File: config.mk
export PLATFORM = sky130hd
export DESIGN_NAME = angle_bias_kalman_filter_flat
export DESIGN_NICKNAME = d
export VERILOG_FILES = /design/src/rtl/core/akf_pkg.sv /design/src/rtl/core/akf_stream_if.sv /design/src/rtl/core/akf_muldiv.sv /design/src/rtl/core/akf_dp.sv /design/src/rtl/core/akf_ctrl.sv /design/src/rtl/core/angle_bias_kalman_filter.sv /design/src/flat_wrapper.sv
export SDC_FILE = /design/constraint.sdc
export NUM_CORES = 2
export LEC_CHECK = 0
export BUFFER_PORTS_ARGS = -buffer_cell sky130_fd_sc_hd__buf_2
export CAP_MARGIN = 25
export CELL_PAD_IN_SITES_DETAIL_PLACEMENT = 2
export CELL_PAD_IN_SITES_GLOBAL_PLACEMENT = 2
export CORE_MARGIN = 4
export CORE_UTILIZATION = 30
export CTS_CLUSTER_DIAMETER = 100
export DETAILED_ROUTE_END_ITERATION = 10
export PLACE_DENSITY_LB_ADDON = 0.1
export SYNTH_ARGS = -nofsm -noshare
export SYNTH_HDL_FRONTEND = slang
export SYNTH_SLANG_ARGS = --single-unit
File: constraint.sdc
create_clock -name clk_i -period 15.9 [get_ports clk_i]
set_input_delay 1.59 -clock clk_i [delete_from_list [all_inputs] [get_ports clk_i]]
set_output_delay 1.59 -clock clk_i [all_outputs]
set_load 0.005 [all_outputs]
File: src/rtl/core/akf_pkg.sv
// Shared types, constants and the update program of the angle/bias Kalman filter.
package akf_pkg;

  localparam int unsigned VALUE_WIDTH_DEF = 32;
  localparam int unsigned FRAC_BITS_DEF   = 20;

  localparam int unsigned CFG_W     = 31;
  localparam int unsigned CFG_IDX_W = 8;

  localparam logic [CFG_IDX_W-1:0] CFG_ANGLE_NOISE = 8'd0;
  localparam logic [CFG_IDX_W-1:0] CFG_BIAS_NOISE  = 8'd1;
  localparam logic [CFG_IDX_W-1:0] CFG_MEAS_NOISE  = 8'd2;
  localparam logic [CFG_IDX_W-1:0] CFG_PERIOD      = 8'd3;

  localparam logic [CFG_W-1:0] RST_ANGLE_NOISE = 31'd1049;
  localparam logic [CFG_W-1:0] RST_BIAS_NOISE  = 31'd3146;
  localparam logic [CFG_W-1:0] RST_MEAS_NOISE  = 31'd10486;
  localparam logic [CFG_W-1:0] RST_PERIOD      = 31'd2621;

  typedef enum logic [1:0] {OP_ADD, OP_SUB, OP_MUL, OP_DIV} op_e;

  typedef enum logic [4:0] {
    R_ANG, R_BIAS, R_P00, R_P01, R_P10, R_P11, R_Z, R_W, R_T, R_Y,
    R_S, R_K0, R_K1, R_INN, R_TMP, R_QA, R_QB, R_RM, R_DT
  } reg_sel_e;

  typedef struct packed {
    op_e      op;
    reg_sel_e src_a;
    reg_sel_e src_b;
    reg_sel_e dst;
  } uop_t;

  localparam int unsigned      PC_W    = 5;
  localparam logic [PC_W-1:0]  LAST_PC = 5'd28;

  typedef enum logic [1:0] {ST_IDLE, ST_ISSUE, ST_WAIT, ST_PUBLISH} ctrl_state_e;
  typedef enum logic [2:0] {MD_IDLE, MD_MUL, MD_DIV, MD_ROUND, MD_SAT} md_state_e;

  typedef struct packed {
    logic load_in;
    logic issue;
    uop_t uop;
    logic load_out;
  } akf_cmd_t;

  typedef struct packed {
    logic unit_done;
  } akf_sts_t;

  // One item runs through predict and update as this fixed list of operations.
  function automatic uop_t uop_at(input logic [PC_W-1:0] pc);
    uop_t u;
    case (pc)
      5'd0:    u = '{OP_SUB, R_W,    R_BIAS, R_T};
      5'd1:    u = '{OP_MUL, R_DT,   R_T,    R_TMP};
      5'd2:    u = '{OP_ADD, R_ANG,  R_TMP,  R_ANG};
      5'd3:    u = '{OP_MUL, R_DT,   R_P11,  R_T};
      5'd4:    u = '{OP_SUB, R_T,    R_P01,  R_INN};
      5'd5:    u = '{OP_SUB, R_INN,  R_P10,  R_INN};
      5'd6:    u = '{OP_ADD, R_INN,  R_QA,   R_INN};
      5'd7:    u = '{OP_MUL, R_DT,   R_INN,  R_TMP};
      5'd8:    u = '{OP_ADD, R_P00,  R_TMP,  R_P00};
      5'd9:    u = '{OP_SUB, R_P01,  R_T,    R_P01};
      5'd10:   u = '{OP_SUB, R_P10,  R_T,    R_P10};
      5'd11:   u = '{OP_MUL, R_QB,   R_DT,   R_TMP};
      5'd12:   u = '{OP_ADD, R_P11,  R_TMP,  R_P11};
      5'd13:   u = '{OP_SUB, R_Z,    R_ANG,  R_Y};
      5'd14:   u = '{OP_ADD, R_P00,  R_RM,   R_S};
      5'd15:   u = '{OP_DIV, R_P00,  R_S,    R_K0};
      5'd16:   u = '{OP_DIV, R_P10,  R_S,    R_K1};
      5'd17:   u = '{OP_MUL, R_K0,   R_Y,    R_TMP};
      5'd18:   u = '{OP_ADD, R_ANG,  R_TMP,  R_ANG};
      5'd19:   u = '{OP_MUL, R_K1,   R_Y,    R_TMP};
      5'd20:   u = '{OP_ADD, R_BIAS, R_TMP,  R_BIAS};
      5'd21:   u = '{OP_MUL, R_K1,   R_P00,  R_TMP};
      5'd22:   u = '{OP_SUB, R_P10,  R_TMP,  R_P10};
      5'd23:   u = '{OP_MUL, R_K1,   R_P01,  R_TMP};
      5'd24:   u = '{OP_SUB, R_P11,  R_TMP,  R_P11};
      5'd25:   u = '{OP_MUL, R_K0,   R_P00,  R_TMP};
      5'd26:   u = '{OP_SUB, R_P00,  R_TMP,  R_P00};
      5'd27:   u = '{OP_MUL, R_K0,   R_P01,  R_TMP};
      5'd28:   u = '{OP_SUB, R_P01,  R_TMP,  R_P01};
      default: u = '{OP_ADD, R_TMP,  R_TMP,  R_TMP};
    endcase
    return u;
  endfunction

endpackage

File: src/rtl/core/akf_stream_if.sv
// Valid/ready channel interfaces for the filter's input and result items.
interface akf_in_if import akf_pkg::*; #(
  parameter int unsigned W = VALUE_WIDTH_DEF
) ();
  logic                valid;
  logic                ready;
  logic signed [W-1:0] measured_angle;
  logic signed [W-1:0] measured_rate;

  modport source (output valid, output measured_angle, output measured_rate, input ready);
  modport sink   (input valid, input measured_angle, input measured_rate, output ready);
endinterface

interface akf_out_if import akf_pkg::*; #(
  parameter int unsigned W = VALUE_WIDTH_DEF
) ();
  logic                valid;
  logic                ready;
  logic signed [W-1:0] estimated_angle;
  logic signed [W-1:0] estimated_bias;

  modport source (output valid, output estimated_angle, output estimated_bias, input ready);
  modport sink   (input valid, input estimated_angle, input estimated_bias, output ready);
endinterface

File: src/rtl/core/akf_muldiv.sv
// Shared iterative unit: rounded saturating fixed-point multiply and divide.
module akf_muldiv import akf_pkg::*; #(
  parameter int unsigned VALUE_WIDTH = VALUE_WIDTH_DEF,
  parameter int unsigned FRAC_BITS   = FRAC_BITS_DEF
) (
  input  logic                   clk_i,
  input  logic                   rst_ni,
  input  logic                   start_i,
  input  logic                   div_i,
  input  logic [VALUE_WIDTH-1:0] a_i,
  input  logic [VALUE_WIDTH-1:0] b_i,
  output logic                   done_o,
  output logic [VALUE_WIDTH-1:0] res_o
);

  localparam int unsigned W  = VALUE_WIDTH;
  localparam int unsigned F  = FRAC_BITS;
  localparam int unsigned NW = W + F;
  localparam int unsigned PW = 2 * W + 1;
  localparam int unsigned MW = ((PW - F) > (NW + 1)) ? (PW - F) : (NW + 1);
  localparam int unsigned CW = $clog2(NW + 1);
  localparam logic [W-1:0]  VMAX = {1'b0, {(W-1){1'b1}}};
  localparam logic [W-1:0]  VMIN = {1'b1, {(W-1){1'b0}}};
  localparam logic [PW-1:0] HALF = PW'(1) << (F - 1);

  md_state_e state_q, state_d;
  logic [CW-1:0]  cnt_q;
  logic           neg_q, zero_q, div_q, done_q;
  logic [W-1:0]   xm_q, res_q;
  logic [2*W-1:0] acc_q;
  logic [NW-1:0]  num_q, quo_q;
  logic [W-1:0]   rem_q;
  logic [MW-1:0]  mag_q;

  logic [W:0]     sum;
  logic [W:0]     r2;
  logic           ge;
  logic           rbit;
  logic [W-1:0]   a_mag, b_mag;

  assign a_mag = a_i[W-1] ? (~a_i + W'(1)) : a_i;
  assign b_mag = b_i[W-1] ? (~b_i + W'(1)) : b_i;

  assign sum  = {1'b0, acc_q[2*W-1:W]} + (acc_q[0] ? {1'b0, xm_q} : '0);
  assign r2   = {rem_q, num_q[NW-1]};
  assign ge   = r2 >= {1'b0, xm_q};
  // Round half away from zero: bump when the remainder is at least half the divisor.
  assign rbit = {rem_q, 1'b0} >= {1'b0, xm_q};

  always_comb begin
    state_d = state_q;
    case (state_q)
      MD_IDLE:  if (start_i) state_d = div_i ? MD_DIV : MD_MUL;
      MD_MUL:   if (cnt_q == CW'(1)) state_d = MD_ROUND;
      MD_DIV:   if (cnt_q == CW'(1)) state_d = MD_ROUND;
      MD_ROUND: state_d = MD_SAT;
      MD_SAT:   state_d = MD_IDLE;
      default:  state_d = MD_IDLE;
    endcase
  end

  always_ff @(posedge clk_i or negedge rst_ni) begin
    if (!rst_ni) begin
      state_q <= MD_IDLE;
      done_q  <= 1'b0;
    end else begin
      state_q <= state_d;
      done_q  <= (state_q == MD_SAT);
    end
  end

  always_ff @(posedge clk_i) begin
    case (state_q)
      MD_IDLE: begin
        if (start_i) begin
          neg_q  <= a_i[W-1] ^ b_i[W-1];
          zero_q <= (b_i == '0);
          div_q  <= div_i;
          rem_q  <= '0;
          if (div_i) begin
            xm_q  <= b_mag;
            num_q <= {a_mag, {F{1'b0}}};
            cnt_q <= CW'(NW);
          end else begin
            xm_q  <= a_mag;
            acc_q <= {{W{1'b0}}, b_mag};
            cnt_q <= CW'(W);
          end
        end
      end
      MD_MUL: begin
        acc_q <= {sum, acc_q[W-1:1]};
        cnt_q <= cnt_q - CW'(1);
      end
      MD_DIV: begin
        rem_q <= ge ? W'(r2 - {1'b0, xm_q}) : W'(r2);
        num_q <= num_q << 1;
        quo_q <= {quo_q[NW-2:0], ge};
        cnt_q <= cnt_q - CW'(1);
      end
      MD_ROUND: begin
        if (div_q) begin
          mag_q <= MW'(quo_q) + MW'(rbit);
        end else begin
          mag_q <= MW'(({1'b0, acc_q} + HALF) >> F);
        end
      end
      MD_SAT: begin
        if (div_q && zero_q) begin
          res_q <= VMAX;
        end else if (neg_q) begin
          res_q <= (mag_q > MW'(VMIN)) ? VMIN : (~W'(mag_q) + W'(1));
        end else begin
          res_q <= (mag_q > MW'(VMAX)) ? VMAX : W'(mag_q);
        end
      end
      default: ;
    endcase
  end

  assign done_o = done_q;
  assign res_o  = res_q;

endmodule

File: src/rtl/core/akf_dp.sv
// Datapath: filter state, configuration, operand selection and saturating add/sub.
module akf_dp import akf_pkg::*; #(
  parameter int unsigned VALUE_WIDTH = VALUE_WIDTH_DEF,
  parameter int unsigned FRAC_BITS   = FRAC_BITS_DEF
) (
  input  logic                   clk_i,
  input  logic                   rst_ni,
  input  akf_cmd_t               cmd_i,
  output akf_sts_t               sts_o,
  input  logic                   cfg_we_i,
  input  logic [CFG_IDX_W-1:0]   cfg_idx_i,
  input  logic [CFG_W-1:0]       cfg_wdata_i,
  input  logic [VALUE_WIDTH-1:0] z_i,
  input  logic [VALUE_WIDTH-1:0] w_i,
  output logic [VALUE_WIDTH-1:0] est_angle_o,
  output logic [VALUE_WIDTH-1:0] est_bias_o
);

  localparam int unsigned W  = VALUE_WIDTH;
  localparam int unsigned EW = W + CFG_W;
  localparam logic [W-1:0] VMAX = {1'b0, {(W-1){1'b1}}};
  localparam logic [W-1:0] VMIN = {1'b1, {(W-1){1'b0}}};

  function automatic logic [W-1:0] cfg_val(input logic [CFG_W-1:0] r);
    logic [EW-1:0] e;
    e = EW'(r);
    return (e > EW'(VMAX)) ? VMAX : W'(e);
  endfunction

  logic [CFG_W-1:0] qa_q, qb_q, rm_q, dt_q;
  logic [W-1:0] ang_q, bias_q, p00_q, p01_q, p10_q, p11_q;
  logic [W-1:0] z_q, w_q, t_q, y_q, s_q, k0_q, k1_q, inn_q, tmp_q;
  logic [W-1:0] est_angle_q, est_bias_q;
  reg_sel_e     dst_q;

  logic [W-1:0] opa, opb, alu_res, unit_res, wr_val;
  logic [W:0]   ext_sum;
  logic         unit_done, alu_op, wr_en;
  reg_sel_e     wr_dst;

  always_comb begin
    case (cmd_i.uop.src_a)
      R_ANG:   opa = ang_q;
      R_BIAS:  opa = bias_q;
      R_P00:   opa = p00_q;
      R_P01:   opa = p01_q;
      R_P10:   opa = p10_q;
      R_P11:   opa = p11_q;
      R_Z:     opa = z_q;
      R_W:     opa = w_q;
      R_T:     opa = t_q;
      R_Y:     opa = y_q;
      R_S:     opa = s_q;
      R_K0:    opa = k0_q;
      R_K1:    opa = k1_q;
      R_INN:   opa = inn_q;
      R_TMP:   opa = tmp_q;
      R_QA:    opa = cfg_val(qa_q);
      R_QB:    opa = cfg_val(qb_q);
      R_RM:    opa = cfg_val(rm_q);
      R_DT:    opa = cfg_val(dt_q);
      default: opa = '0;
    endcase
  end

  always_comb begin
    case (cmd_i.uop.src_b)
      R_ANG:   opb = ang_q;
      R_BIAS:  opb = bias_q;
      R_P00:   opb = p00_q;
      R_P01:   opb = p01_q;
      R_P10:   opb = p10_q;
      R_P11:   opb = p11_q;
      R_Z:     opb = z_q;
      R_W:     opb = w_q;
      R_T:     opb = t_q;
      R_Y:     opb = y_q;
      R_S:     opb = s_q;
      R_K0:    opb = k0_q;
      R_K1:    opb = k1_q;
      R_INN:   opb = inn_q;
      R_TMP:   opb = tmp_q;
      R_QA:    opb = cfg_val(qa_q);
      R_QB:    opb = cfg_val(qb_q);
      R_RM:    opb = cfg_val(rm_q);
      R_DT:    opb = cfg_val(dt_q);
      default: opb = '0;
    endcase
  end

  assign alu_op  = (cmd_i.uop.op == OP_ADD) || (cmd_i.uop.op == OP_SUB);
  assign ext_sum = (cmd_i.uop.op == OP_SUB) ? ({opa[W-1], opa} - {opb[W-1], opb})
                                            : ({opa[W-1], opa} + {opb[W-1], opb});
  assign alu_res = (ext_sum[W] != ext_sum[W-1]) ? (ext_sum[W] ? VMIN : VMAX)
                                                : ext_sum[W-1:0];

  akf_muldiv #(
    .VALUE_WIDTH (VALUE_WIDTH),
    .FRAC_BITS   (FRAC_BITS)
  ) u_muldiv (
    .clk_i   (clk_i),
    .rst_ni  (rst_ni),
    .start_i (cmd_i.issue && !alu_op),
    .div_i   (cmd_i.uop.op == OP_DIV),
    .a_i     (opa),
    .b_i     (opb),
    .done_o  (unit_done),
    .res_o   (unit_res)
  );

  assign wr_en  = (cmd_i.issue && alu_op) || unit_done;
  assign wr_dst = unit_done ? dst_q : cmd_i.uop.dst;
  assign wr_val = unit_done ? unit_res : alu_res;

  always_ff @(posedge clk_i or negedge rst_ni) begin
    if (!rst_ni) begin
      qa_q   <= RST_ANGLE_NOISE;
      qb_q   <= RST_BIAS_NOISE;
      rm_q   <= RST_MEAS_NOISE;
      dt_q   <= RST_PERIOD;
      ang_q  <= '0;
      bias_q <= '0;
      p00_q  <= '0;
      p01_q  <= '0;
      p10_q  <= '0;
      p11_q  <= '0;
    end else begin
      if (cfg_we_i) begin
        case (cfg_idx_i)
          CFG_ANGLE_NOISE: qa_q <= cfg_wdata_i;
          CFG_BIAS_NOISE:  qb_q <= cfg_wdata_i;
          CFG_MEAS_NOISE:  rm_q <= cfg_wdata_i;
          CFG_PERIOD:      dt_q <= cfg_wdata_i;
          default: ;
        endcase
      end
      if (wr_en) begin
        case (wr_dst)
          R_ANG:  ang_q  <= wr_val;
          R_BIAS: bias_q <= wr_val;
          R_P00:  p00_q  <= wr_val;
          R_P01:  p01_q  <= wr_val;
          R_P10:  p10_q  <= wr_val;
          R_P11:  p11_q  <= wr_val;
          default: ;
        endcase
      end
    end
  end

  always_ff @(posedge clk_i) begin
    if (cmd_i.load_in) begin
      z_q <= z_i;
      w_q <= w_i;
    end
    if (cmd_i.issue) begin
      dst_q <= cmd_i.uop.dst;
    end
    if (cmd_i.load_out) begin
      est_angle_q <= ang_q;
      est_bias_q  <= bias_q;
    end
    if (wr_en) begin
      case (wr_dst)
        R_T:   t_q   <= wr_val;
        R_Y:   y_q   <= wr_val;
        R_S:   s_q   <= wr_val;
        R_K0:  k0_q  <= wr_val;
        R_K1:  k1_q  <= wr_val;
        R_INN: inn_q <= wr_val;
        R_TMP: tmp_q <= wr_val;
        default: ;
      endcase
    end
  end

  assign sts_o.unit_done = unit_done;
  assign est_angle_o     = est_angle_q;
  assign est_bias_o      = est_bias_q;

endmodule

File: src/rtl/core/akf_ctrl.sv
// Controller: steps the operation list and runs the input and output handshakes.
module akf_ctrl import akf_pkg::*; (
  input  logic     clk_i,
  input  logic     rst_ni,
  input  logic     in_valid_i,
  output logic     in_ready_o,
  output logic     out_valid_o,
  input  logic     out_ready_i,
  output akf_cmd_t cmd_o,
  input  akf_sts_t sts_i
);

  ctrl_state_e     state_q, state_d;
  logic [PC_W-1:0] pc_q;
  logic            out_valid_q;
  uop_t            uop;
  logic            is_alu, advance, publish;

  assign uop     = uop_at(pc_q);
  assign is_alu  = (uop.op == OP_ADD) || (uop.op == OP_SUB);
  assign advance = ((state_q == ST_ISSUE) && is_alu) || ((state_q == ST_WAIT) && sts_i.unit_done);
  assign publish = (state_q == ST_PUBLISH) && (!out_valid_q || out_ready_i);

  always_comb begin
    state_d = state_q;
    case (state_q)
      ST_IDLE:    if (in_valid_i) state_d = ST_ISSUE;
      ST_ISSUE: begin
        if (!is_alu) begin
          state_d = ST_WAIT;
        end else if (pc_q == LAST_PC) begin
          state_d = ST_PUBLISH;
        end else begin
          state_d = ST_ISSUE;
        end
      end
      ST_WAIT: begin
        if (sts_i.unit_done) state_d = (pc_q == LAST_PC) ? ST_PUBLISH : ST_ISSUE;
      end
      ST_PUBLISH: if (publish) state_d = ST_IDLE;
      default:    state_d = ST_IDLE;
    endcase
  end

  always_comb begin
    in_ready_o     = (state_q == ST_IDLE);
    cmd_o.load_in  = (state_q == ST_IDLE) && in_valid_i;
    cmd_o.issue    = (state_q == ST_ISSUE);
    cmd_o.uop      = uop;
    cmd_o.load_out = publish;
    out_valid_o    = out_valid_q;
  end

  always_ff @(posedge clk_i or negedge rst_ni) begin
    if (!rst_ni) begin
      state_q     <= ST_IDLE;
      pc_q        <= '0;
      out_valid_q <= 1'b0;
    end else begin
      state_q <= state_d;
      if (cmd_o.load_in) begin
        pc_q <= '0;
      end else if (advance) begin
        pc_q <= pc_q + PC_W'(1);
      end
      if (publish) begin
        out_valid_q <= 1'b1;
      end else if (out_ready_i) begin
        out_valid_q <= 1'b0;
      end
    end
  end

endmodule

File: src/rtl/core/angle_bias_kalman_filter.sv
// Two-state angle and gyro-bias Kalman filter on signed fixed-point values.
// Each input item (accelerometer angle, gyro rate) gives one result item with the
// updated angle and bias estimates. An item runs through a fixed list of 29
// operations: 17 additions and subtractions done in the datapath, and ten multiplies
// and two divides that share one bit-serial unit.
// One item is worked on at a time; the next one is taken while a result still
// waits in the output register.
module angle_bias_kalman_filter import akf_pkg::*; #(
  parameter int unsigned VALUE_WIDTH = VALUE_WIDTH_DEF,
  parameter int unsigned FRAC_BITS   = FRAC_BITS_DEF
) (
  input  logic                 clk_i,
  input  logic                 rst_ni,
  akf_in_if.sink               in_i,
  akf_out_if.source            out_o,
  input  logic                 cfg_we_i,
  input  logic [CFG_IDX_W-1:0] cfg_idx_i,
  input  logic [CFG_W-1:0]     cfg_wdata_i
);

  akf_cmd_t               cmd;
  akf_sts_t               sts;
  logic [VALUE_WIDTH-1:0] est_angle, est_bias;

  akf_ctrl u_ctrl (
    .clk_i       (clk_i),
    .rst_ni      (rst_ni),
    .in_valid_i  (in_i.valid),
    .in_ready_o  (in_i.ready),
    .out_valid_o (out_o.valid),
    .out_ready_i (out_o.ready),
    .cmd_o       (cmd),
    .sts_i       (sts)
  );

  akf_dp #(
    .VALUE_WIDTH (VALUE_WIDTH),
    .FRAC_BITS   (FRAC_BITS)
  ) u_dp (
    .clk_i       (clk_i),
    .rst_ni      (rst_ni),
    .cmd_i       (cmd),
    .sts_o       (sts),
    .cfg_we_i    (cfg_we_i),
    .cfg_idx_i   (cfg_idx_i),
    .cfg_wdata_i (cfg_wdata_i),
    .z_i         (in_i.measured_angle),
    .w_i         (in_i.measured_rate),
    .est_angle_o (est_angle),
    .est_bias_o  (est_bias)
  );

  assign out_o.estimated_angle = est_angle;
  assign out_o.estimated_bias  = est_bias;

  // Publishing a new result never overwrites one that is still waiting.
  a_no_overwrite: assert property (@(posedge clk_i) disable iff (!rst_ni)
    cmd.load_out |-> (!out_o.valid || out_o.ready))
    else $error("result published over an untaken item");

  // The shared unit reports completion for one cycle only.
  a_done_pulse: assert property (@(posedge clk_i) disable iff (!rst_ni)
    sts.unit_done |=> !sts.unit_done)
    else $error("unit done held longer than one cycle");

  // After an item is taken the block is busy with it.
  a_busy_after_accept: assert property (@(posedge clk_i) disable iff (!rst_ni)
    (in_i.valid && in_i.ready) |=> (!in_i.ready && cmd.issue))
    else $error("item accepted without starting the operation list");

endmodule

File: src/flat_wrapper.sv
// flat-port wrapper written by rule: the top's interface ports become plain ports
module angle_bias_kalman_filter_flat import akf_pkg::*;
#(
  parameter int unsigned VALUE_WIDTH = VALUE_WIDTH_DEF,
  parameter int unsigned FRAC_BITS   = FRAC_BITS_DEF
)
  (clk_i, rst_ni, cfg_we_i, cfg_idx_i, cfg_wdata_i, in_i_valid, in_i_measured_angle, in_i_measured_rate, in_i_ready, out_o_valid, out_o_estimated_angle, out_o_estimated_bias, out_o_ready);
  akf_in_if in_i_i ();
  akf_out_if out_o_i ();
  input  logic clk_i;
  input  logic rst_ni;
  input  logic cfg_we_i;
  input  logic [CFG_IDX_W-1:0] cfg_idx_i;
  input  logic [CFG_W-1:0] cfg_wdata_i;
  input wire logic [$bits(in_i_i.valid)-1:0] in_i_valid;
  input wire logic [$bits(in_i_i.measured_angle)-1:0] in_i_measured_angle;
  input wire logic [$bits(in_i_i.measured_rate)-1:0] in_i_measured_rate;
  output wire logic [$bits(in_i_i.ready)-1:0] in_i_ready;
  output wire logic [$bits(out_o_i.valid)-1:0] out_o_valid;
  output wire logic [$bits(out_o_i.estimated_angle)-1:0] out_o_estimated_angle;
  output wire logic [$bits(out_o_i.estimated_bias)-1:0] out_o_estimated_bias;
  input wire logic [$bits(out_o_i.ready)-1:0] out_o_ready;
  assign in_i_i.valid = in_i_valid;
  assign in_i_i.measured_angle = in_i_measured_angle;
  assign in_i_i.measured_rate = in_i_measured_rate;
  assign in_i_ready = in_i_i.ready;
  assign out_o_valid = out_o_i.valid;
  assign out_o_estimated_angle = out_o_i.estimated_angle;
  assign out_o_estimated_bias = out_o_i.estimated_bias;
  assign out_o_i.ready = out_o_ready;
  angle_bias_kalman_filter #(.VALUE_WIDTH(VALUE_WIDTH), .FRAC_BITS(FRAC_BITS)) u_core (.clk_i(clk_i), .rst_ni(rst_ni), .in_i(in_i_i), .out_o(out_o_i), .cfg_we_i(cfg_we_i), .cfg_idx_i(cfg_idx_i), .cfg_wdata_i(cfg_wdata_i));
endmodule
Word-level counts from Yosys, hierarchy flattened
Memories as Yosys holds them, arrays and structs flattened.
Cells that the tools add are included.
{"block": "classes", "reduce_logical": 50, "magnitude_cmp": 4, "bitwise": 4, "mul": 0, "div": 0, "shifts": 0, "addsub": 11, "mux": 41, "eq_ne": 70}
{"op": "$pmux W32 S19", "n": 2}
{"op": "$mux W32", "n": 12}
{"op": "$mux W64", "n": 2}
{"op": "$pmux W64 S2", "n": 1}
{"op": "$eq A5 B4 Y1 const B", "n": 23}
{"op": "$mux W52", "n": 2}
{"op": "$pmux W52 S2", "n": 1}
{"op": "$add A32 B1 Y32 const B", "n": 3}
{"op": "$not A32 Y32", "n": 3}
{"op": "$ge A33 B32 Y1", "n": 2}
{"op": "$add A64 B20 Y65 const B", "n": 1}
{"op": "$pmux W32 S2", "n": 1}
{"op": "$add A52 B1 Y53", "n": 1}
{"op": "$gt A53 B31 Y1 const B", "n": 1}
{"op": "$gt A53 B32 Y1 const B", "n": 1}
{"op": "$eq A5 B3 Y1 const B", "n": 10}
{"op": "$mux W45", "n": 1}
{"op": "$reduce_and A2 Y1", "n": 21}
{"op": "$eq A5 B5 Y1 const B", "n": 7}
{"op": "$add A32 B32 Y33", "n": 1}
{"op": "$add A32 B33 Y33", "n": 1}
{"op": "$mux W33", "n": 1}
{"op": "$sub A32 B32 Y33", "n": 1}
{"op": "$logic_not A32 Y1", "n": 1}
{"op": "other kinds (35)", "n": 80}
{"block": "totals", "elab_cells": 220, "input_bits": 108, "n_memories": 1, "romBits": 512, "output_inout_bits": 66, "ramBits": 0, "latchBits": 0, "ff_bits": 1011}
{"name": "(name not given)", "depth": 32, "word_bits": 16, "rd": 1, "rd_ports_with_merged_regs": 0, "write_ports": 0, "line": "akf_pkg.sv:54", "rtl": "case (pc)"}

Longest topological paths before layout
An unclocked memory read counts as a cell.
{"block": "depth", "word_depth": 9, "ltp_mapped": 36, "ltp_nobuf": 29}

By module
From an unflattened synthesis, not the netlist that was laid out.
{"block": "hier_totals", "cells_unflattened": 5235, "hier_area_um2": 55563.3}
{"module": "akf_dp", "instances": 1, "cells_per_inst": 3089, "seq_area_each_um2": 18657.9, "area_per_inst_um2": 34784.6}
{"module": "akf_muldiv", "instances": 1, "cells_per_inst": 1973, "seq_area_each_um2": 9288.9, "area_per_inst_um2": 19507.5}
{"module": "akf_ctrl", "instances": 1, "cells_per_inst": 173, "seq_area_each_um2": 200.2, "area_per_inst_um2": 1271.2}

Worst setup path before layout
OpenSTA, ideal clock, no wires.
{"block": "synth_path", "kind": "register to register", "start": "reg u_core.u_ctrl.pc_q[0]", "end": "reg u_core.u_dp.inn_q[1] (data pin)", "stages_incl_launch_ff": 35, "path_buffers": 5, "required_ns": 15.632, "path_slack_ns": 7.804, "t_arrival_ns": 7.828, "synth_period_minus_slack_ns": 8.096, "setup_time_ns": 0.268, "path_cell_list": "dfrtp_1 > buf_1 > inv_1 > ha_1 > nor2b_1 > o2bb2a_1 > buf_2 > nand2_2 > clkbuf_1 > mux2_2 > a22oi_1 > o22ai_1 > nor4_1 > inv_1 > nor3_1 > nand3_1 > nor3_1 > a21oi_1 > xor2_1 > ha_1 > and3_1 > nand3_1 > or2_2 > and3_1 > o211ai_1 > o21ai_0 > o31ai_1 > o21ai_0 > nand3_1 > o21ai_0 > o311ai_1 > buf_2 > clkbuf_1 > nand2_1 > o31ai_1"}
{"block": "synth_via", "elab_chain_cells": 8, "word_cells_on_any_way": 49, "cone_classes": "add/sub: 2; eq/ne: 38; mux: 6; reduce/logical: 2; memory: 1"}
{"item": "start, declared", "line": "akf_ctrl.sv:14", "rtl": "logic [PC_W-1:0] pc_q;"}
{"item": "start signal, assigned", "line": "akf_ctrl.sv:64", "rtl": "pc_q <= pc_q + PC_W'(1);"}
{"item": "$mem_v2 Z32 W16 (*)"}
{"item": "$eq A5 B5 Y1, or another cell as far along", "line": "akf_dp.sv:42", "rtl": "case (cmd_i.uop.src_a)"}
{"item": "$pmux W32 S19, on equally long branches", "line": "akf_dp.sv:42, akf_dp.sv:67"}
{"item": "$add A32 B32 Y33 / $sub A32 B32 Y33 (equally long branches)", "line": "akf_dp.sv:93, akf_dp.sv:92"}
{"item": "$mux W33 (*)", "line": "akf_dp.sv:92", "rtl": "assign ext_sum = (cmd_i.uop.op == OP_SUB) ? ({opa[W-1], opa} - {opb[W-1], opb})"}
{"item": "$mux W32 / $ne A1 B1 Y1 (equally long branches)", "line": "akf_dp.sv:94", "rtl": "assign alu_res = (ext_sum[W] != ext_sum[W-1]) ? (ext_sum[W] ? VMIN : VMAX)"}
{"item": "$mux W32 (*)", "line": "akf_dp.sv:94"}
{"item": "$mux W32 (*)", "line": "akf_dp.sv:113", "rtl": "assign wr_val = unit_done ? unit_res : alu_res;"}
{"item": "via u_core.u_dp.wr_val[1]", "line": "akf_dp.sv:36", "rtl": "logic [W-1:0] opa, opb, alu_res, unit_res, wr_val;"}
{"item": "end signal, assigned", "line": "akf_dp.sv:170", "rtl": "R_INN: inn_q <= wr_val;"}
{"item": "end, declared", "line": "akf_dp.sv:32", "rtl": "logic [W-1:0] z_q, w_q, t_q, y_q, s_q, k0_q, k1_q, inn_q, tmp_q;"}
The timed path passes the listed nets; every way through them passes the cells marked *.
A chain may end at the register's enable or synchronous reset.

Final worst setup path
{"block": "layout_path", "start": "reg u_core.u_ctrl.pc_q[0]", "end": "reg u_core.u_dp.k1_q[20] (data pin)"}
{"block": "layout_via", "elab_chain_cells": 8, "word_cells_on_any_way": 49, "cone_classes": "add/sub: 2; eq/ne: 38; mux: 6; reduce/logical: 2; memory: 1"}
{"item": "$mem_v2 Z32 W16 (*)"}
{"item": "$eq A5 B5 Y1, or another cell as far along", "line": "akf_dp.sv:42"}
{"item": "$pmux W32 S19, on equally long branches", "line": "akf_dp.sv:42, akf_dp.sv:67"}
{"item": "$add A32 B32 Y33 / $sub A32 B32 Y33 (equally long branches)", "line": "akf_dp.sv:93, akf_dp.sv:92"}
{"item": "$mux W33 (*)", "line": "akf_dp.sv:92"}
{"item": "$mux W32 / $ne A1 B1 Y1 (equally long branches)", "line": "akf_dp.sv:94"}
{"item": "$mux W32 (*)", "line": "akf_dp.sv:94"}
{"item": "$mux W32 (*)", "line": "akf_dp.sv:113"}
{"item": "via u_core.u_dp.wr_val[20]", "line": "akf_dp.sv:36"}
{"item": "end signal, assigned", "line": "akf_dp.sv:169", "rtl": "R_K1: k1_q <= wr_val;"}
{"item": "end, declared", "line": "akf_dp.sv:32"}
Marks and branches as above.

==> impl_metrics.env <==
export IMPL_dp_hpwl_mm=259
export IMPL_cap_viol_max_count=0
export IMPL_synth_area_leader_cell="edfxtp_1"
export IMPL_finalWirelength_mm=353
export IMPL_cts_buffer_depth=3
export IMPL_syn_instance_count=5752
export IMPL_synth_distinct_cells=110
export IMPL_overflow=0
export IMPL_yosys_most_used_dff="edfxtp_1"
export IMPL_worstSetupEndpointType="flop"
export IMPL_hold_path_end="u_core.u_dp.u_muldiv.quo_q[1]$_DFFE_PP_"
export IMPL_post_cts_resized=0
export IMPL_numPortBuffers=173
export IMPL_hold_viol_final=0
export IMPL_postLayoutCellArea_mm2=0.0671
export IMPL_wl_per_cell_um=41.4
export IMPL_max_freq_mhz=83.6
export IMPL_die_height_um=448
export IMPL_placed_cell_area_mm2=0.0631
export IMPL_yosysWarnings=0
export IMPL_ys_seq_area_share_pct=48.4
export IMPL_finalSetupViolations=0
export IMPL_reg2regPathDepth=28
export IMPL_relSlewSlack_pct=4.42
export IMPL_holdBufCountCts=0
export IMPL_antenna_left=0
export IMPL_finalCriticalPeriod_ns=11.96
export IMPL_crit_required_ns=16.32
export IMPL_cts_made_buffers=117
export IMPL_clock_sinks=990
export IMPL_slowest_stage="nand2_1"
export IMPL_htree_num_levels=3
export IMPL_dieArea_mm2=0.201
export IMPL_worst_path_largest_cell_delay_ns=1.12
export IMPL_core_area_mm2=0.193
export IMPL_drive_gt1_share_pct=16.3
export IMPL_async_reset_ff_share_pct=33.1
export IMPL_critPathBufInv=2
export IMPL_via_per_inst=6.42
export IMPL_critPathMaxFanout=130
export IMPL_timing_rr_end="u_core.u_dp.k1_q[20]$_DFFE_PP_"
export IMPL_cp_depth=28
export IMPL_grt_pass1_wl_mm=480
export IMPL_worst_slew_pin_slew_ns=1.43
export IMPL_grt_max_degree=138
export IMPL_reg_top3="u_core.u_dp.u_muldiv.acc_q x64, u_core.u_dp.u_muldiv.mag_q x53, u_core.u_dp.u_muldiv.quo_q x52"
export IMPL_syn_cell_area_mm2=0.0581
export IMPL_fin_tns_setup_ns=0
export IMPL_hold_start="u_core.u_dp.u_muldiv.quo_q[0]$_DFFE_PP_"
export IMPL_clk_latency_ns=0.83
export IMPL_cts_root_buf="clkbuf_16"
export IMPL_ff2ff_setup_slack_ns=3.94
export IMPL_first_pass_iters=9
export IMPL_ys_ff_latch=990
export IMPL_clkTransAtPathRegs_ns=0.06
export IMPL_min_delay_path_depth=0
export IMPL_min_path_type="flop to flop"
export IMPL_area_delta_synth_final_pct=15.6
export IMPL_clock_skew_ns=0.0537
export IMPL_critPathTopFamily="simple AND/OR/NAND/NOR gates"
export IMPL_yosysMostFrequentCell="edfxtp_1"
export IMPL_cts_tree="yes"
export IMPL_period_share_pct=75.2
export IMPL_antenna_found_initial=25
export IMPL_largest_reg_flops=64
export IMPL_synthTopCellsByCount="edfxtp_1 (662), nand2_1 (605), nor2_1 (410), dfrtp_1 (304), a21oi_1 (303)"
export IMPL_gp_congestion=1.03
export IMPL_drc=0
export IMPL_avgSynthCellArea_um2=10.1
export IMPL_rsz0062_at_grt="no"
export IMPL_finish_utilization_pct=34.9
export IMPL_rows=161
export IMPL_start_kind="flop"
export IMPL_drt_initial_drc_count=6396
export IMPL_rr_startpoint="u_core.u_ctrl.pc_q[0]$_DFFE_PN0P_"
export IMPL_grtUsageTotal_pct=34.4
export IMPL_fp_dieW_um=448
export IMPL_start_util_pct=30.2
export IMPL_path_class="flop to flop"
export IMPL_top_register="u_core.u_dp.u_muldiv.acc_q"
export IMPL_num_vias=54741
export IMPL_synth_top_area_share_pct=34.2
export IMPL_synth_edf_count=662
export IMPL_synth_nets=5978
export IMPL_post_cts_setup_buffers=0
export IMPL_critPathArrivalTime_ns=12.38
export IMPL_layout_nets=6117
export IMPL_synthTopCellsByArea="edfxtp_1 (34%), dfrtp_1 (13%), nand2_1 (3.9%)"
export IMPL_drv_slew=0
export IMPL_status="complete, no violations"
export IMPL_ios=174
export IMPL_grt_pass1_vias=56071
[worst max path at each step]
stage | from | end
floorplan | u_core.u_ctrl.pc_q[0]$_DFFE_PN0P_ | u_core.u_dp.inn_q[1]$_DFFE_PP_
global placement | u_core.u_ctrl.pc_q[0]$_DFFE_PN0P_ | u_core.u_dp.inn_q[10]$_DFFE_PP_
detailed placement | u_core.u_ctrl.pc_q[0]$_DFFE_PN0P_ | u_core.u_dp.inn_q[10]$_DFFE_PP_
CTS | u_core.u_ctrl.pc_q[0]$_DFFE_PN0P_ | u_core.u_dp.inn_q[10]$_DFFE_PP_
global route | u_core.u_ctrl.pc_q[0]$_DFFE_PN0P_ | u_core.u_dp.inn_q[10]$_DFFE_PP_
finish | u_core.u_ctrl.pc_q[0]$_DFFE_PN0P_ | u_core.u_dp.k1_q[20]$_DFFE_PP_
[cells by family (layout without fill, tap and decap cells)]
kind of cell / after synthesis / count (layout) / synth area share [%]
adder cells (fa/ha/maj): 118 / 118 / 2.58
other: 0 / 11 / 0
buffers and inverters: 537 / 779 / 3.81
flip-flops: 990 / 990 / 48.4
AO/OA/AOI/OAI: 1601 / 1601 / 19.3
AND/OR/NAND/NOR: 1936 / 1936 / 16.2
multiplexers: 321 / 321 / 6.05
XOR/XNOR: 249 / 249 / 3.75
[cells in the final DEF (no fill, tap or decap), types with 95 or more instances in the layout]
master | Yosys | layout
edfxtp_1 | 662 | 662
nand2_1 | 605 | 602
nor2_1 | 410 | 370
dfrtp_1 | 304 | 304
a21oi_1 | 303 | 302
o21ai_0 | 270 | 269
buf_4 | 20 | 240
nand3_1 | 232 | 230
mux2_2 | 178 | 178
buf_2 | 92 | 172
nor3_1 | 170 | 160
xnor2_1 | 152 | 148
a32oi_1 | 133 | 133
mux2i_1 | 129 | 129
inv_1 | 121 | 120
o31ai_1 | 120 | 120
clkbuf_16 | 0 | 120
a22oi_1 | 117 | 116
ha_1 | 115 | 115
a221oi_1 | 111 | 111
xor2_1 | 97 | 95
[stage by stage]
stage                     std cells  setup slack [ns]  hold slack [ns]
after CTS                      8511              4.26            0.487
after global placement         8275              4.62            0.470
final                          8531              3.94            0.498
after detailed placement       8289              4.29            0.457
after global routing           8522              3.62            0.492
after floorplan                5752              7.80            0.433
[area by class of cell]
| type | instances | area [µm²] |
|---|---|---|
| Antenna cell | 11 | 27.5 |
| Clock buffer | 165 | 3290 |
| Clock inverter | 57 | 593 |
| Fill cell | 20746 | 125000 |
| Inverter | 127 | 479 |
| Multi-Input combinational cell | 4225 | 28500 |
| Sequential cell | 990 | 28100 |
| Tap cell | 2526 | 3160 |
| Timing Repair Buffer | 430 | 3010 |
[worst reg2reg max path: cells and delay by family, from the launching register on]
family	cells	cell delay [ns]
buffers and inverters	2	0.66
flip-flops	1	0.69
XOR/XNOR	1	0.18
adder cells (fa/ha/maj)	2	0.86
AO/OA/AOI/OAI	10	3.66
AND/OR/NAND/NOR	13	5.55
[per-layer routing]
layer  vias to the layer above  wire length, µm  track usage (%)
li1                      22357                -                -
met1                     28656           139000             42.4
met2                      2758           158000             54.1
met3                       962            25900             6.76
met4                         8            30600             24.2
met5                         -               51                0
Power is not shown: default switching activity piles up to over one toggle a cycle in this logic, so the estimate is an artifact.
